File: src/design/fdc_pkg.sv
// Shared types, constants and helpers of the fan duty curve controller.
package fdc_pkg;

  // Number of fan channels and the width of a channel index
  localparam int CHANNELS = 2;
  localparam int CH_W     = (CHANNELS > 1) ? $clog2(CHANNELS) : 1;

  // Field widths
  localparam int OP_W    = 3;
  localparam int TEMP_W  = 8;
  localparam int CHAN_W  = 3;
  localparam int REQ_W   = 8;
  localparam int DUTY_W  = 7;
  localparam int AGE_W   = 14;
  localparam int STEP_W  = 8;
  localparam int GEAR_W  = 7;
  localparam int PROD_W  = GEAR_W + STEP_W;
  localparam int CIDX_W  = 8;
  localparam int CDAT_W  = 14;

  localparam logic [AGE_W-1:0]  AGE_MAX  = {AGE_W{1'b1}};
  localparam logic [DUTY_W-1:0] DUTY_MAX = DUTY_W'(100);

  // Operation codes of an input word
  typedef enum logic [OP_W-1:0] {
    OP_TICK   = 3'd0,
    OP_REPORT = 3'd1,
    OP_MANUAL = 3'd2,
    OP_CLEAR  = 3'd3,
    OP_STEP   = 3'd4
  } op_t;

  // Configuration register indexes
  typedef enum logic [CIDX_W-1:0] {
    CFG_TEMP_LOW  = 8'd0,
    CFG_TEMP_HIGH = 8'd1,
    CFG_FLOOR     = 8'd2,
    CFG_CEILING   = 8'd3,
    CFG_FAILSAFE  = 8'd4,
    CFG_HYST      = 8'd5,
    CFG_STALE     = 8'd6,
    CFG_GEAR_STEP = 8'd7
  } cfg_idx_t;

  typedef struct packed {
    logic signed [TEMP_W-1:0] temp_low;
    logic signed [TEMP_W-1:0] temp_high;
    logic [DUTY_W-1:0]        duty_floor;
    logic [DUTY_W-1:0]        duty_ceiling;
    logic [DUTY_W-1:0]        failsafe_duty;
    logic [DUTY_W-1:0]        hysteresis_pct;
    logic [AGE_W-1:0]         stale_ticks;
    logic [STEP_W-1:0]        gear_step_permille;
  } cfg_t;

  localparam cfg_t CFG_RESET = '{
    temp_low:           8'sd35,
    temp_high:          8'sd75,
    duty_floor:         7'd30,
    duty_ceiling:       7'd100,
    failsafe_duty:      7'd100,
    hysteresis_pct:     7'd3,
    stale_ticks:        14'd10000,
    gear_step_permille: 8'd35
  };

  // Temperature status handed to the curve unit
  typedef struct packed {
    logic                     fresh;
    logic signed [TEMP_W-1:0] temp;
    logic [PROD_W-1:0]        prod;
  } curve_t;

  // Saturate a percent value at 100
  function automatic logic [DUTY_W-1:0] cap100(input logic [REQ_W-1:0] v);
    logic [DUTY_W-1:0] r;
    r = (v > REQ_W'(DUTY_MAX)) ? DUTY_MAX : v[DUTY_W-1:0];
    return r;
  endfunction

endpackage

File: src/design/fdc_ifs.sv
// Valid/ready channel interfaces of the fan duty curve controller.
interface fdc_in_if;
  logic                        valid;
  logic                        ready;
  logic [fdc_pkg::OP_W-1:0]    op;
  logic [fdc_pkg::TEMP_W-1:0]  temperature;
  logic [fdc_pkg::CHAN_W-1:0]  channel;
  logic [fdc_pkg::REQ_W-1:0]   duty_request;
  logic                        board_power_on;
  logic                        power_known;

  modport source(output valid, op, temperature, channel, duty_request, board_power_on,
                 power_known, input ready);
  modport sink(input valid, op, temperature, channel, duty_request, board_power_on,
               power_known, output ready);
endinterface

interface fdc_out_if;
  logic                        valid;
  logic                        ready;
  logic [fdc_pkg::CHAN_W-1:0]  fan_channel;
  logic [fdc_pkg::DUTY_W-1:0]  duty_pct;
  logic                        applied;
  logic                        temp_fresh;
  logic                        last;

  modport source(output valid, fan_channel, duty_pct, applied, temp_fresh, last,
                 input ready);
  modport sink(input valid, fan_channel, duty_pct, applied, temp_fresh, last,
               output ready);
endinterface

interface fdc_cfg_if;
  logic                        valid;
  logic                        ready;
  logic [fdc_pkg::CIDX_W-1:0]  index;
  logic [fdc_pkg::CDAT_W-1:0]  data;

  modport source(output valid, index, data, input ready);
  modport sink(input valid, index, data, output ready);
endinterface

File: src/design/fdc_auto_duty.sv
// Automatic duty curve: failsafe, floor, ceiling and geared ramp, capped at 100.
module fdc_auto_duty (
  input  fdc_pkg::cfg_t                cfg,
  input  fdc_pkg::curve_t              cur,
  output logic [fdc_pkg::DUTY_W-1:0]   curve_pct
);

  logic [fdc_pkg::DUTY_W-1:0] gear_pct;
  logic [9:0]                 prod_lo;
  logic [17:0]                recip;
  logic [fdc_pkg::REQ_W-1:0]  ramp_sum;
  logic                       prod_big;

  // Ramp: floor + prod/10; prod/10 by reciprocal multiply, exact below 1000
  assign prod_big = (cur.prod >= fdc_pkg::PROD_W'(1000));
  assign prod_lo  = cur.prod[9:0];
  assign recip    = 18'(prod_lo) * 18'd205;
  assign gear_pct = recip[17:11];
  assign ramp_sum = fdc_pkg::REQ_W'(cfg.duty_floor) + fdc_pkg::REQ_W'(gear_pct);

  // Select the curve region
  always_comb begin
    if (!cur.fresh || (cur.temp == -8'sd1)) begin
      curve_pct = fdc_pkg::cap100(fdc_pkg::REQ_W'(cfg.failsafe_duty));
    end else if ($signed(cur.temp) <= $signed(cfg.temp_low)) begin
      curve_pct = fdc_pkg::cap100(fdc_pkg::REQ_W'(cfg.duty_floor));
    end else if ($signed(cur.temp) >= $signed(cfg.temp_high)) begin
      curve_pct = fdc_pkg::cap100(fdc_pkg::REQ_W'(cfg.duty_ceiling));
    end else if (prod_big) begin
      curve_pct = fdc_pkg::DUTY_MAX;
    end else begin
      curve_pct = fdc_pkg::cap100(ramp_sum);
    end
  end

endmodule

File: src/design/fan_duty_curve_controller.sv
// Top level of the fan duty curve controller: input stage, state, result buffer.
//
//  channel   dir  handshake        word
//  in_bus    in   valid/ready      op, temperature, channel, duty_request, power flags
//  out_bus   out  valid/ready      fan_channel, duty_pct, applied, temp_fresh, last
//  cfg_bus   in   valid/ready=1    index, data (register write)
//
// Ticks, reports and manual commands pass the stage at one word per cycle while
// no step word waits there. A control step leaves CHANNELS result words, drained
// one per cycle through the single output port while out_bus.ready is high, and a
// further step waits in the stage until the last word is taken; a stalled output
// thus holds it there. Results pass the input stage and result buffer registers.
// Reset (rst_n low, synchronous) empties both and restores config and controller state.
module fan_duty_curve_controller (
  input  logic              clk,
  input  logic              rst_n,
  fdc_in_if.sink            in_bus,
  fdc_out_if.source         out_bus,
  fdc_cfg_if.sink           cfg_bus
);

  localparam int CH = fdc_pkg::CHANNELS;
  localparam logic [fdc_pkg::CH_W-1:0] LAST_IDX = fdc_pkg::CH_W'(CH - 1);

  typedef struct packed {
    logic [fdc_pkg::OP_W-1:0]          op;
    logic signed [fdc_pkg::TEMP_W-1:0] temperature;
    logic [fdc_pkg::CHAN_W-1:0]        channel;
    logic [fdc_pkg::REQ_W-1:0]         duty_request;
    logic                              board_power_on;
    logic                              power_known;
  } item_t;

  typedef struct packed {
    logic [fdc_pkg::DUTY_W-1:0] duty;
    logic                       applied;
  } res_t;

  // Input stage
  logic  stg_v_r;
  item_t stg_r;
  logic  stg_go;
  logic  buf_free;

  // Configuration and controller state
  fdc_pkg::cfg_t                     cfg_r, cfg_nxt;
  logic                              prev_pon_r, prev_pon_nxt;
  logic                              seen_r, seen_nxt;
  logic signed [fdc_pkg::TEMP_W-1:0] temp_r, temp_nxt;
  logic [fdc_pkg::AGE_W-1:0]         age_r, age_nxt;
  logic [CH-1:0]                     mm_r, mm_nxt;
  logic [fdc_pkg::DUTY_W-1:0]        man_r [CH];
  logic [fdc_pkg::DUTY_W-1:0]        man_nxt [CH];
  logic [fdc_pkg::DUTY_W-1:0]        app_r [CH];
  logic [fdc_pkg::DUTY_W-1:0]        app_nxt [CH];
  logic [fdc_pkg::PROD_W-1:0]        prod_r, prod_nxt;

  // Result buffer
  logic                       busy_r;
  logic [fdc_pkg::CH_W-1:0]   idx_r;
  logic                       fresh_r;
  res_t                       res_r [CH];
  res_t                       res_nxt [CH];

  logic                       is_step;
  logic                       fresh;
  logic                       pwr_off;
  logic                       pwr_rise;
  logic [fdc_pkg::DUTY_W-1:0] curve_pct;
  fdc_pkg::curve_t            cur;
  logic                       out_fire;

  logic signed [fdc_pkg::TEMP_W:0] diff_nxt;
  logic [fdc_pkg::GEAR_W-1:0]      gear_nxt;

  // Handshakes
  assign is_step       = (stg_r.op == fdc_pkg::OP_STEP);
  assign out_fire      = out_bus.valid && out_bus.ready;
  assign buf_free      = !busy_r || (out_bus.ready && (idx_r == LAST_IDX));
  assign stg_go        = stg_v_r && (!is_step || buf_free);
  assign in_bus.ready  = !stg_v_r || stg_go;
  assign cfg_bus.ready = 1'b1;

  // Step status
  assign fresh    = seen_r && (age_r <= cfg_r.stale_ticks);
  assign pwr_off  = stg_r.power_known && !stg_r.board_power_on;
  assign pwr_rise = stg_r.board_power_on && !prev_pon_r;

  assign cur.fresh = fresh;
  assign cur.temp  = temp_r;
  assign cur.prod  = prod_r;

  fdc_auto_duty u_auto (
    .cfg       (cfg_r),
    .cur       (cur),
    .curve_pct (curve_pct)
  );

  // Configuration writes
  always_comb begin
    cfg_nxt = cfg_r;
    if (cfg_bus.valid) begin
      case (cfg_bus.index)
        fdc_pkg::CFG_TEMP_LOW:  cfg_nxt.temp_low           = cfg_bus.data[7:0];
        fdc_pkg::CFG_TEMP_HIGH: cfg_nxt.temp_high          = cfg_bus.data[7:0];
        fdc_pkg::CFG_FLOOR:     cfg_nxt.duty_floor         = cfg_bus.data[6:0];
        fdc_pkg::CFG_CEILING:   cfg_nxt.duty_ceiling       = cfg_bus.data[6:0];
        fdc_pkg::CFG_FAILSAFE:  cfg_nxt.failsafe_duty      = cfg_bus.data[6:0];
        fdc_pkg::CFG_HYST:      cfg_nxt.hysteresis_pct     = cfg_bus.data[6:0];
        fdc_pkg::CFG_STALE:     cfg_nxt.stale_ticks        = cfg_bus.data[13:0];
        fdc_pkg::CFG_GEAR_STEP: cfg_nxt.gear_step_permille = cfg_bus.data[7:0];
        default: ;
      endcase
    end
  end

  // Controller state update for the word in the stage
  always_comb begin
    logic [fdc_pkg::DUTY_W-1:0] tgt;
    logic [fdc_pkg::DUTY_W-1:0] delta;
    logic                       apply;
    logic                       mm_eff;
    prev_pon_nxt = prev_pon_r;
    seen_nxt     = seen_r;
    temp_nxt     = temp_r;
    age_nxt      = age_r;
    mm_nxt       = mm_r;
    man_nxt      = man_r;
    app_nxt      = app_r;
    res_nxt      = res_r;
    tgt          = '0;
    delta        = '0;
    apply        = 1'b0;
    mm_eff       = 1'b0;
    if (stg_go) begin
      case (stg_r.op)
        fdc_pkg::OP_TICK: begin
          if (age_r != fdc_pkg::AGE_MAX) age_nxt = age_r + 1'b1;
        end
        fdc_pkg::OP_REPORT: begin
          temp_nxt = stg_r.temperature;
          seen_nxt = 1'b1;
          age_nxt  = '0;
        end
        fdc_pkg::OP_MANUAL: begin
          for (int c = 0; c < CH; c++) begin
            if (stg_r.channel == fdc_pkg::CHAN_W'(c)) begin
              mm_nxt[c]  = 1'b1;
              man_nxt[c] = fdc_pkg::cap100(stg_r.duty_request);
            end
          end
        end
        fdc_pkg::OP_CLEAR: begin
          mm_nxt = '0;
        end
        fdc_pkg::OP_STEP: begin
          prev_pon_nxt = stg_r.board_power_on;
          for (int c = 0; c < CH; c++) begin
            mm_eff    = mm_r[c] && !pwr_rise;
            mm_nxt[c] = mm_eff;
            if (pwr_off) begin
              tgt   = '0;
              apply = (app_r[c] != tgt);
            end else if (mm_eff) begin
              tgt   = man_r[c];
              apply = (app_r[c] != tgt);
            end else begin
              tgt   = curve_pct;
              delta = (curve_pct > app_r[c]) ? (curve_pct - app_r[c])
                                             : (app_r[c] - curve_pct);
              apply = (delta >= cfg_r.hysteresis_pct);
            end
            if (apply) app_nxt[c] = tgt;
            res_nxt[c].duty    = apply ? tgt : app_r[c];
            res_nxt[c].applied = apply;
          end
        end
        default: ;
      endcase
    end
  end

  // Gear product for the ramp, kept in step with temperature and configuration
  assign diff_nxt = {temp_nxt[fdc_pkg::TEMP_W-1], temp_nxt}
                  - {cfg_nxt.temp_low[fdc_pkg::TEMP_W-1], cfg_nxt.temp_low};
  assign gear_nxt = diff_nxt[fdc_pkg::TEMP_W-1:1];
  assign prod_nxt = fdc_pkg::PROD_W'(gear_nxt)
                  * fdc_pkg::PROD_W'(cfg_nxt.gear_step_permille);

  // State registers
  always_ff @(posedge clk) begin
    if (!rst_n) begin
      cfg_r      <= fdc_pkg::CFG_RESET;
      prev_pon_r <= 1'b0;
      seen_r     <= 1'b0;
      temp_r     <= -8'sd1;
      age_r      <= '0;
      mm_r       <= '0;
      for (int c = 0; c < CH; c++) begin
        man_r[c] <= '0;
        app_r[c] <= '0;
      end
    end else begin
      cfg_r      <= cfg_nxt;
      prev_pon_r <= prev_pon_nxt;
      seen_r     <= seen_nxt;
      temp_r     <= temp_nxt;
      age_r      <= age_nxt;
      mm_r       <= mm_nxt;
      man_r      <= man_nxt;
      app_r      <= app_nxt;
    end
  end

  always_ff @(posedge clk) begin
    prod_r <= prod_nxt;
  end

  // Input stage register
  always_ff @(posedge clk) begin
    if (!rst_n) begin
      stg_v_r <= 1'b0;
    end else if (in_bus.ready) begin
      stg_v_r <= in_bus.valid;
    end
  end

  always_ff @(posedge clk) begin
    if (in_bus.valid && in_bus.ready) begin
      stg_r.op             <= in_bus.op;
      stg_r.temperature    <= in_bus.temperature;
      stg_r.channel        <= in_bus.channel;
      stg_r.duty_request   <= in_bus.duty_request;
      stg_r.board_power_on <= in_bus.board_power_on;
      stg_r.power_known    <= in_bus.power_known;
    end
  end

  // Result buffer: loaded by a control step, drained one channel per word
  always_ff @(posedge clk) begin
    if (!rst_n) begin
      busy_r <= 1'b0;
      idx_r  <= '0;
    end else if (stg_go && is_step) begin
      busy_r <= 1'b1;
      idx_r  <= '0;
    end else if (out_fire) begin
      if (idx_r == LAST_IDX) begin
        busy_r <= 1'b0;
      end else begin
        idx_r <= idx_r + 1'b1;
      end
    end
  end

  always_ff @(posedge clk) begin
    if (stg_go && is_step) begin
      fresh_r <= fresh;
    end
    res_r <= res_nxt;
  end

  // Output word
  assign out_bus.valid       = busy_r;
  assign out_bus.fan_channel = fdc_pkg::CHAN_W'(idx_r);
  assign out_bus.duty_pct    = res_r[idx_r].duty;
  assign out_bus.applied     = res_r[idx_r].applied;
  assign out_bus.temp_fresh  = fresh_r;
  assign out_bus.last        = (idx_r == LAST_IDX);

endmodule
File: src/flat_wrapper.sv
// flat-port wrapper written by rule: the top's interface ports become plain ports
module fan_duty_curve_controller_flat 
  (clk, rst_n, in_bus_valid, in_bus_op, in_bus_temperature, in_bus_channel, in_bus_duty_request, in_bus_board_power_on, in_bus_power_known, in_bus_ready, out_bus_valid, out_bus_fan_channel, out_bus_duty_pct, out_bus_applied, out_bus_temp_fresh, out_bus_last, out_bus_ready, cfg_bus_valid, cfg_bus_index, cfg_bus_data, cfg_bus_ready);
  fdc_in_if in_bus_i ();
  fdc_out_if out_bus_i ();
  fdc_cfg_if cfg_bus_i ();
  input  logic clk;
  input  logic rst_n;
  input wire logic [$bits(in_bus_i.valid)-1:0] in_bus_valid;
  input wire logic [$bits(in_bus_i.op)-1:0] in_bus_op;
  input wire logic [$bits(in_bus_i.temperature)-1:0] in_bus_temperature;
  input wire logic [$bits(in_bus_i.channel)-1:0] in_bus_channel;
  input wire logic [$bits(in_bus_i.duty_request)-1:0] in_bus_duty_request;
  input wire logic [$bits(in_bus_i.board_power_on)-1:0] in_bus_board_power_on;
  input wire logic [$bits(in_bus_i.power_known)-1:0] in_bus_power_known;
  output wire logic [$bits(in_bus_i.ready)-1:0] in_bus_ready;
  output wire logic [$bits(out_bus_i.valid)-1:0] out_bus_valid;
  output wire logic [$bits(out_bus_i.fan_channel)-1:0] out_bus_fan_channel;
  output wire logic [$bits(out_bus_i.duty_pct)-1:0] out_bus_duty_pct;
  output wire logic [$bits(out_bus_i.applied)-1:0] out_bus_applied;
  output wire logic [$bits(out_bus_i.temp_fresh)-1:0] out_bus_temp_fresh;
  output wire logic [$bits(out_bus_i.last)-1:0] out_bus_last;
  input wire logic [$bits(out_bus_i.ready)-1:0] out_bus_ready;
  input wire logic [$bits(cfg_bus_i.valid)-1:0] cfg_bus_valid;
  input wire logic [$bits(cfg_bus_i.index)-1:0] cfg_bus_index;
  input wire logic [$bits(cfg_bus_i.data)-1:0] cfg_bus_data;
  output wire logic [$bits(cfg_bus_i.ready)-1:0] cfg_bus_ready;
  assign in_bus_i.valid = in_bus_valid;
  assign in_bus_i.op = in_bus_op;
  assign in_bus_i.temperature = in_bus_temperature;
  assign in_bus_i.channel = in_bus_channel;
  assign in_bus_i.duty_request = in_bus_duty_request;
  assign in_bus_i.board_power_on = in_bus_board_power_on;
  assign in_bus_i.power_known = in_bus_power_known;
  assign in_bus_ready = in_bus_i.ready;
  assign out_bus_valid = out_bus_i.valid;
  assign out_bus_fan_channel = out_bus_i.fan_channel;
  assign out_bus_duty_pct = out_bus_i.duty_pct;
  assign out_bus_applied = out_bus_i.applied;
  assign out_bus_temp_fresh = out_bus_i.temp_fresh;
  assign out_bus_last = out_bus_i.last;
  assign out_bus_i.ready = out_bus_ready;
  assign cfg_bus_i.valid = cfg_bus_valid;
  assign cfg_bus_i.index = cfg_bus_index;
  assign cfg_bus_i.data = cfg_bus_data;
  assign cfg_bus_ready = cfg_bus_i.ready;
  fan_duty_curve_controller u_core (.clk(clk), .rst_n(rst_n), .in_bus(in_bus_i), .out_bus(out_bus_i), .cfg_bus(cfg_bus_i));
endmodule
File: config.mk
export PLATFORM = sky130hd
export DESIGN_NAME = fan_duty_curve_controller_flat
export DESIGN_NICKNAME = d
export VERILOG_FILES = /design/src/design/fdc_pkg.sv /design/src/design/fdc_ifs.sv /design/src/design/fdc_auto_duty.sv /design/src/design/fan_duty_curve_controller.sv /design/src/flat_wrapper.sv
export SDC_FILE = /design/constraint.sdc
export NUM_CORES = 1
export LEC_CHECK = 0
export BUFFER_PORTS_ARGS = -buffer_cell sky130_fd_sc_hd__buf_4
export CAP_MARGIN = 0
export CORE_ASPECT_RATIO = 0.75
export CORE_UTILIZATION = 57
export DETAILED_ROUTE_END_ITERATION = 10
export GPL_TIMING_DRIVEN = 1
export PLACE_DENSITY = 0.87
export SYNTH_ARGS = -nofsm -noshare
export SYNTH_HDL_FRONTEND = slang
export SYNTH_SLANG_ARGS = --single-unit
File: constraint.sdc
create_clock -name clk -period 10.36 [get_ports clk]
set_clock_uncertainty 0.15 [all_clocks]
set_input_delay 1.554 -clock clk [delete_from_list [all_inputs] [get_ports clk]]
set_output_delay 1.554 -clock clk [all_outputs]
set_load 0.02 [all_outputs]
== Word level (Yosys, flattened, before mapping) ==
Index checks and enable logic that the tools add are counted.

* Register bits after elaboration: 179
* Bits of input ports: 51
* Output and inout bits: 16
* Logic and storage cells: 171

* Add/subtract/negate cells: 8
* $mul: 2
* Order comparisons: 14
* Equal/unequal tests: 19
* Mux-type cells: 48
* Bitwise operators: 2
* Reductions and logical operators: 45

{| class="wikitable"
|+ Operators with widths
! operator !! number
|-
| 7-bit two-way mux || 21
|-
| 66-bit two-way mux || 1
|-
| 8-bit two-way mux || 8
|-
| 8-bit by 3-bit equality test with 1-bit output (second input constant) || 4
|-
| 14-bit two-way mux || 2
|-
| 14-bit case mux with 2 select lines || 1
|-
| 7-bit subtractor || 4
|-
| 7-bit > comparator (second input constant) || 3
|-
| 10-bit by 8-bit multiplier with 18-bit output (second input constant) || 1
|-
| 2-bit AND reduction || 9
|-
| 8-bit by 1-bit equality test with 1-bit output (second input constant) || 2
|-
| 8-bit by 2-bit equality test with 1-bit output (second input constant) || 2
|-
| 8-bit by 7-bit > comparator with 1-bit output (second input constant) || 2
|-
| 15-bit by 10-bit >= comparator with 1-bit output (second input constant) || 1
|-
| 7-bit by 8-bit multiplier with 15-bit output || 1
|-
| 3-bit AND reduction || 5
|-
| 14-bit by 1-bit adder with 14-bit output (second input constant) || 1
|-
| 7-bit >= comparator || 2
|-
| 7-bit > comparator || 2
|-
| 14-bit <= comparator || 1
|-
| 1-bit two-way mux || 14
|-
| 14-bit inequality test (second input constant) || 1
|-
| 7-bit inequality test || 2
|-
| 7-bit nonzero test || 2
|-
| 21 further kinds || 46
|}

== Longest topological paths before layout ==
* Depth after elaboration: 16
* Mapped depth: 44
* Depth with buffers taken out: 44

== Cells and area by module ==
A second synthesis with hierarchy kept.

* Cell total of the unflattened synthesis: 1459
* Area, all modules: 13359.1 um^2

{| class="wikitable"
|+ By module, submodules not included
! module !! instances !! cells each !! area each (um^2) !! seq. area each (um^2)
|-
| fan_duty_curve_controller || 1 || 1131 || 10737.8 || 3993.8
|-
| fdc_auto_duty || 1 || 328 || 2621.3 || 0.0
|}

== Least setup slack after synthesis ==
OpenSTA, ideal clock, no wires.

* Kind: register to register
* Start point: reg u_core.prod_r[2] (netlist name)
* End point: reg u_core.app_r[5] (netlist name)
* Library setup time: 122 ps
* Arrival: 9445 ps
* Data required time: 10088 ps
* Setup slack: 644 ps
* Cell stages (with the launch flop): 42
* Path buffers: 1
* Clock period less this slack: 9716 ps
* Path through: dfxtp_1 -> inv_1 -> ha_1 -> fa_1 -> inv_1 -> fa_1 -> inv_1 -> fa_1 -> inv_1 -> ha_1 -> nor4_1 -> o211ai_1 -> a41oi_1 -> o21ai_0 -> o21ai_0 -> nand2b_1 -> xor2_1 -> ha_1 -> (+6 left out) -> o21a_1 -> ha_1 -> nor2b_1 -> o31a_1 -> o211a_1 -> o21ai_1 -> clkbuf_1 -> mux2_2 -> a21oi_1 -> xnor2_1 -> ha_1 -> nand2_1 -> o21ai_0 -> nand3_1 -> a31oi_1 -> o21ai_0 -> and3_1 -> a221o_1

* Cells in the longest elaborated chain, start to end: 16
* Elaborated cells between the ends (all ways): 21
* Classes of those cells: 3 x add/sub; 1 x mul; 4 x order compare; 13 x mux

{| class="wikitable"
|+ Ends and longest elaborated chain
! element !! RTL line !! source
|-
| start: declaration || fan_duty_curve_controller.sv:56 || <nowiki>logic [fdc_pkg::PROD_W-1:0] prod_r, prod_nxt;</nowiki>
|-
| start signal: assignment || fan_duty_curve_controller.sv:216 || <nowiki>prod_r <= prod_nxt;</nowiki>
|-
| 10-bit by 8-bit multiplier with 18-bit output || fdc_auto_duty.sv:17 || <nowiki>assign recip = 18'(prod_lo) * 18'd205;</nowiki>
|-
| 7-bit by 7-bit adder with 8-bit output || fdc_auto_duty.sv:19 || <nowiki>assign ramp_sum = fdc_pkg::REQ_W'(cfg.duty_floor) + fdc_pkg::REQ_W'(gear_pct);</nowiki>
|-
| 8-bit by 7-bit > comparator with 1-bit output || fdc_pkg.sv:77 || <nowiki>r = (v > REQ_W'(DUTY_MAX)) ? DUTY_MAX : v[DUTY_W-1:0];</nowiki>
|-
| 7-bit two-way mux || fdc_pkg.sv:77 ||
|-
| 7-bit two-way mux (*) || fdc_auto_duty.sv:29 || <nowiki>end else if (prod_big) begin</nowiki>
|-
| 7-bit two-way mux (*) || fdc_auto_duty.sv:27 || <nowiki>end else if ($signed(cur.temp) >= $signed(cfg.temp_high)) begin</nowiki>
|-
| 7-bit two-way mux (*) || fdc_auto_duty.sv:25 || <nowiki>end else if ($signed(cur.temp) <= $signed(cfg.temp_low)) begin</nowiki>
|-
| 7-bit two-way mux (*) || fdc_auto_duty.sv:23 || <nowiki>if (!cur.fresh || (cur.temp == -8'sd1)) begin</nowiki>
|-
| 7-bit subtractor (tied with other cells) || fan_duty_curve_controller.sv:170 || <nowiki>: (app_r[c] - curve_pct);</nowiki>
|-
| 7-bit two-way mux || fan_duty_curve_controller.sv:169 || <nowiki>delta = (curve_pct > app_r[c]) ? (curve_pct - app_r[c])</nowiki>
|-
| 7-bit >= comparator || fan_duty_curve_controller.sv:171 || <nowiki>apply = (delta >= cfg_r.hysteresis_pct);</nowiki>
|-
| 1-bit two-way mux || fan_duty_curve_controller.sv:164 || <nowiki>end else if (mm_eff) begin</nowiki>
|-
| 1-bit two-way mux || fan_duty_curve_controller.sv:161 || <nowiki>if (pwr_off) begin</nowiki>
|-
| 1-bit two-way mux || fan_duty_curve_controller.sv:136 || <nowiki>case (stg_r.op)</nowiki>
|-
| 1-bit two-way mux || fan_duty_curve_controller.sv:135 || <nowiki>if (stg_go) begin</nowiki>
|-
| 7-bit two-way mux (*) || fan_duty_curve_controller.sv:173 || <nowiki>if (apply) app_nxt[c] = tgt;</nowiki>
|-
| end signal: assignment || fan_duty_curve_controller.sv:211 || <nowiki>app_r <= app_nxt;</nowiki>
|-
| end: declaration || fan_duty_curve_controller.sv:54 || <nowiki>logic [fdc_pkg::DUTY_W-1:0] app_r [CH];</nowiki>
|}

Every way passes the cells marked *; elsewhere a longest branch is shown, timed or not. The select of a mux whose other input is x is not followed.
A chain may end at the register's enable or synchronous reset.

== Final worst setup path ==
* Start point: reg u_core.prod_r[2] (netlist name)
* End point: reg u_core.app_r[12] (netlist name)

The elaborated chain is that of the path after synthesis.

==> results.cfg <==
[final_layout]
drive_gt1_share_pct = 10.9
fin_nets = 1784
diodes = 0
syn_to_final_growth_pct = 10.6
fin_util_pct = 65.3

[floorplanning]
initial_core_util_pct = 59.0
fp.dieArea_sq_mm = 0.0238
die_y_um = 134
die_w_um = 178
num_rows = 47
pin_count = 67
coreArea_sq_mm = 0.0224

[logic_synthesis]
synth-simple-area-share_pct = 16.3
syn_inst = 1454
synth_most_common_cell = ha_1
muxShareOfSynthArea_pct = 5.91
synth_xor_area_share_pct = 4.56
synth_top_flop_cell = dfxtp_1
async_flop_share_pct = 0
yosys.area.top_type = dfxtp_1
ys_warn_count = 0
synth_edf_count = 41
synth_fa_ha_area_share_pct = 24.1
synth_top_family_by_area = adder cells
syn_area_per_cell_sq_um = 9.09
ys_seq_area_share_pct = 30.2
synth_top_area_share_pct = 20.9
ys_ff_latch = 179
synth_compound_area_share_pct = 12.8
ys_top_cells_by_area = dfxtp_1 21%, ha_1 16%, edfxtp_1 9.3%
synth_cell_types = 77
synth_area_sq_mm = 0.0132
synthTopCellsByCount = 171 x ha_1, 167 x inv_1, 146 x nor2_1

[critical_path]
critPathRequiredTime_ns = 10.53
critPathArrivalTime_ns = 10.09
endpoint_kind = register
cpMostUsedCell = ha_1
start_kind = register
criticalPathCategory = register to register
critPathMaxStageDelay_ns = 0.53
crit_slowest_cell = fa_1
critPathMaxFanout = 7

[global_route]
grt.total_usage_pct = 28.7
overflow = 0
grt_pass1_vias = 10700
grt_max_degree = 48
antenna_found_initial = 1
grt_pass1_wl_um = 53800

[clocking]
cts_root_buf = clkbuf_16
clkLatencyLatePin_ns = 0.44
clk_pin_slew_ns = 0.07
cts_hold_buf = 0
cts_buffer_depth = 2
tritoncts = built
cts_inserted_buffers = 17
clock_sinks = 179
htree_levels = 4

[sta]
worst_pin_slew_ns = 1.30
finalSetupTns_ns = 0
post-route-period-util_pct = 95.8
setup_viol = 0
hold_viol_final = 0
whs_ns = 0.306
report.final.slew_viol_count = 0
period_minus_slack_ns = 9.92
max_freq_mhz = 101
slew_headroom_pct = 12.5

[placed_design]
dp_hpwl_um = 25500
gp_congestion = 0.968
numPortBuffers = 63

[routing]
firstDrtPassIters = 5
wl_per_cell_um = 18.5
via_per_inst = 5.95
vias = 10800
wl_um = 33500
route.detailed.drc = 0
ant_nets = 0
drtIter0Drc = 1056

[outcome]
status = finished, final reports clean

[pwr]
p_leak_nw = 6.63
p_per_area_mw_per_mm2 = 366
peakVddDrop_v = 0.000743

[job]
max_cap_viol_count = 0

[hold_path]
hp-class = register to register
-- timing repair --
| item | 4_1_cts | 5_1_grt |
|---|---|---|
| buffers inserted | 0 | 2 |
| gates resized for setup | 0 | 18 |
| setup endpoints to repair | 0 | 30 |
-- sequential cells by signal, summed over array words and instances (netlist names) --
register,count
u_core.age_r,14
u_core.app_r,14
u_core.cfg_r,66
u_core.man_r,14
u_core.mm_r,2
u_core.out_bus.last,1
u_core.out_bus.temp_fresh,1
u_core.out_bus.valid,1
u_core.prev_pon_r,1
u_core.prod_r,15
u_core.res_r,16
u_core.seen_r,1
u_core.stg_r,24
u_core.stg_v_r,1
u_core.temp_r,8
-- critical path: cells and delay by family, from the launching register on --
kind,cells,cell delay (ns)
DFF,1,0.39
buffers and inverters,6,0.61
muxes,1,0.24
xor gates and xnor gates,2,0.20
AOI/OAI and AO/OA,14,3.11
adders and majority gates,8,3.13
and+or+nand+nor,11,1.99
-- cells in the final DEF, fill, tap and decap left out, types with 14 or more instances in the layout --
cell type,instances
inv_1,166
nand2b_1,27
o21ai_0,37
fa_1,52
a21o_1,16
nor3_1,15
edfxtp_1,41
mux2_2,16
nand2_1,115
a21oi_1,73
or2_2,14
a221o_1,18
clkbuf_16,17
o211ai_1,15
and3_1,25
nand4_1,17
nand3_1,29
buf_4,76
nor2_1,141
dfxtp_1,137
mux2i_1,60
nor2b_1,15
xor2_1,14
xnor2_1,53
ha_1,169
-- cell type report --
cell class                 instances  area (sq um)
sequential                       179          4000
inverter                         169           634
tap                              294           368
clock inverter                    13           121
fill                            1711          7780
clock buffer                      19           443
timing repair buffer              76           571
multi-input combinational       1067          8490
-- worst paths after layout --
check | from | endpoint | slack, ns | depth (start not counted)
min | u_core.cfg_r[54] | u_core.cfg_r[54] | 0.31 | 2
min reg2reg | u_core.cfg_r[54] | u_core.cfg_r[54] | 0.31 | 2
max | u_core.prod_r[2] | u_core.app_r[12] | 0.44 | 42
max reg2reg | u_core.prod_r[2] | u_core.app_r[12] | 0.44 | 42
-- cells by family (layout without fill, tap and decap cells) --
logic type	Yosys count	after routing
simple gates	447	447
other cells	2	3
fa+ha+maj	223	223
compound gates	250	250
mux	76	76
buf+inv	209	277
flops	179	179
xor+xnor	68	68
-- where the power goes --
group,internal [W],switching [W],leakage [nW]
registers,0.000746,0.0000316,1.51
clock network,0.000323,0.000308,0.278
logic,0.00166,0.00228,4.84
total,0.00273,0.00262,6.63
-- per-stage QoR --
| stage | std cells | power, W | setup slack [ns] | cell area [sq um] |
|---|---|---|---|---|
| 6_report | 1817 | 0.00535 | 0.438 | 14600 |
| 5_1_grt | 1817 | 0.00580 | -0.0332 | 14600 |
| 4_1_cts | 1815 | 0.00513 | 0.0357 | 14600 |
| 3_5_place_dp | 1783 | 0.00447 | 0.0600 | 14000 |
| 3_3_place_gp | 1783 | 0.00436 | 0.422 | 14000 |
| 2_1_floorplan | 1455 | 0.00369 | 0.644 | 13200 |
-- metal layers --
| layer | track usage, % | routed length [um] | up-vias |
|---|---|---|---|
| met1 | 40.0 | 14900 | 5135 |
| li1 | - | - | 5128 |
| met5 | 0 | 0 | - |
| met3 | 5.98 | 2890 | 67 |
| met2 | 44.7 | 15100 | 490 |
| met4 | 8.97 | 631 | 0 |
(Power assumes the default switching activity.)
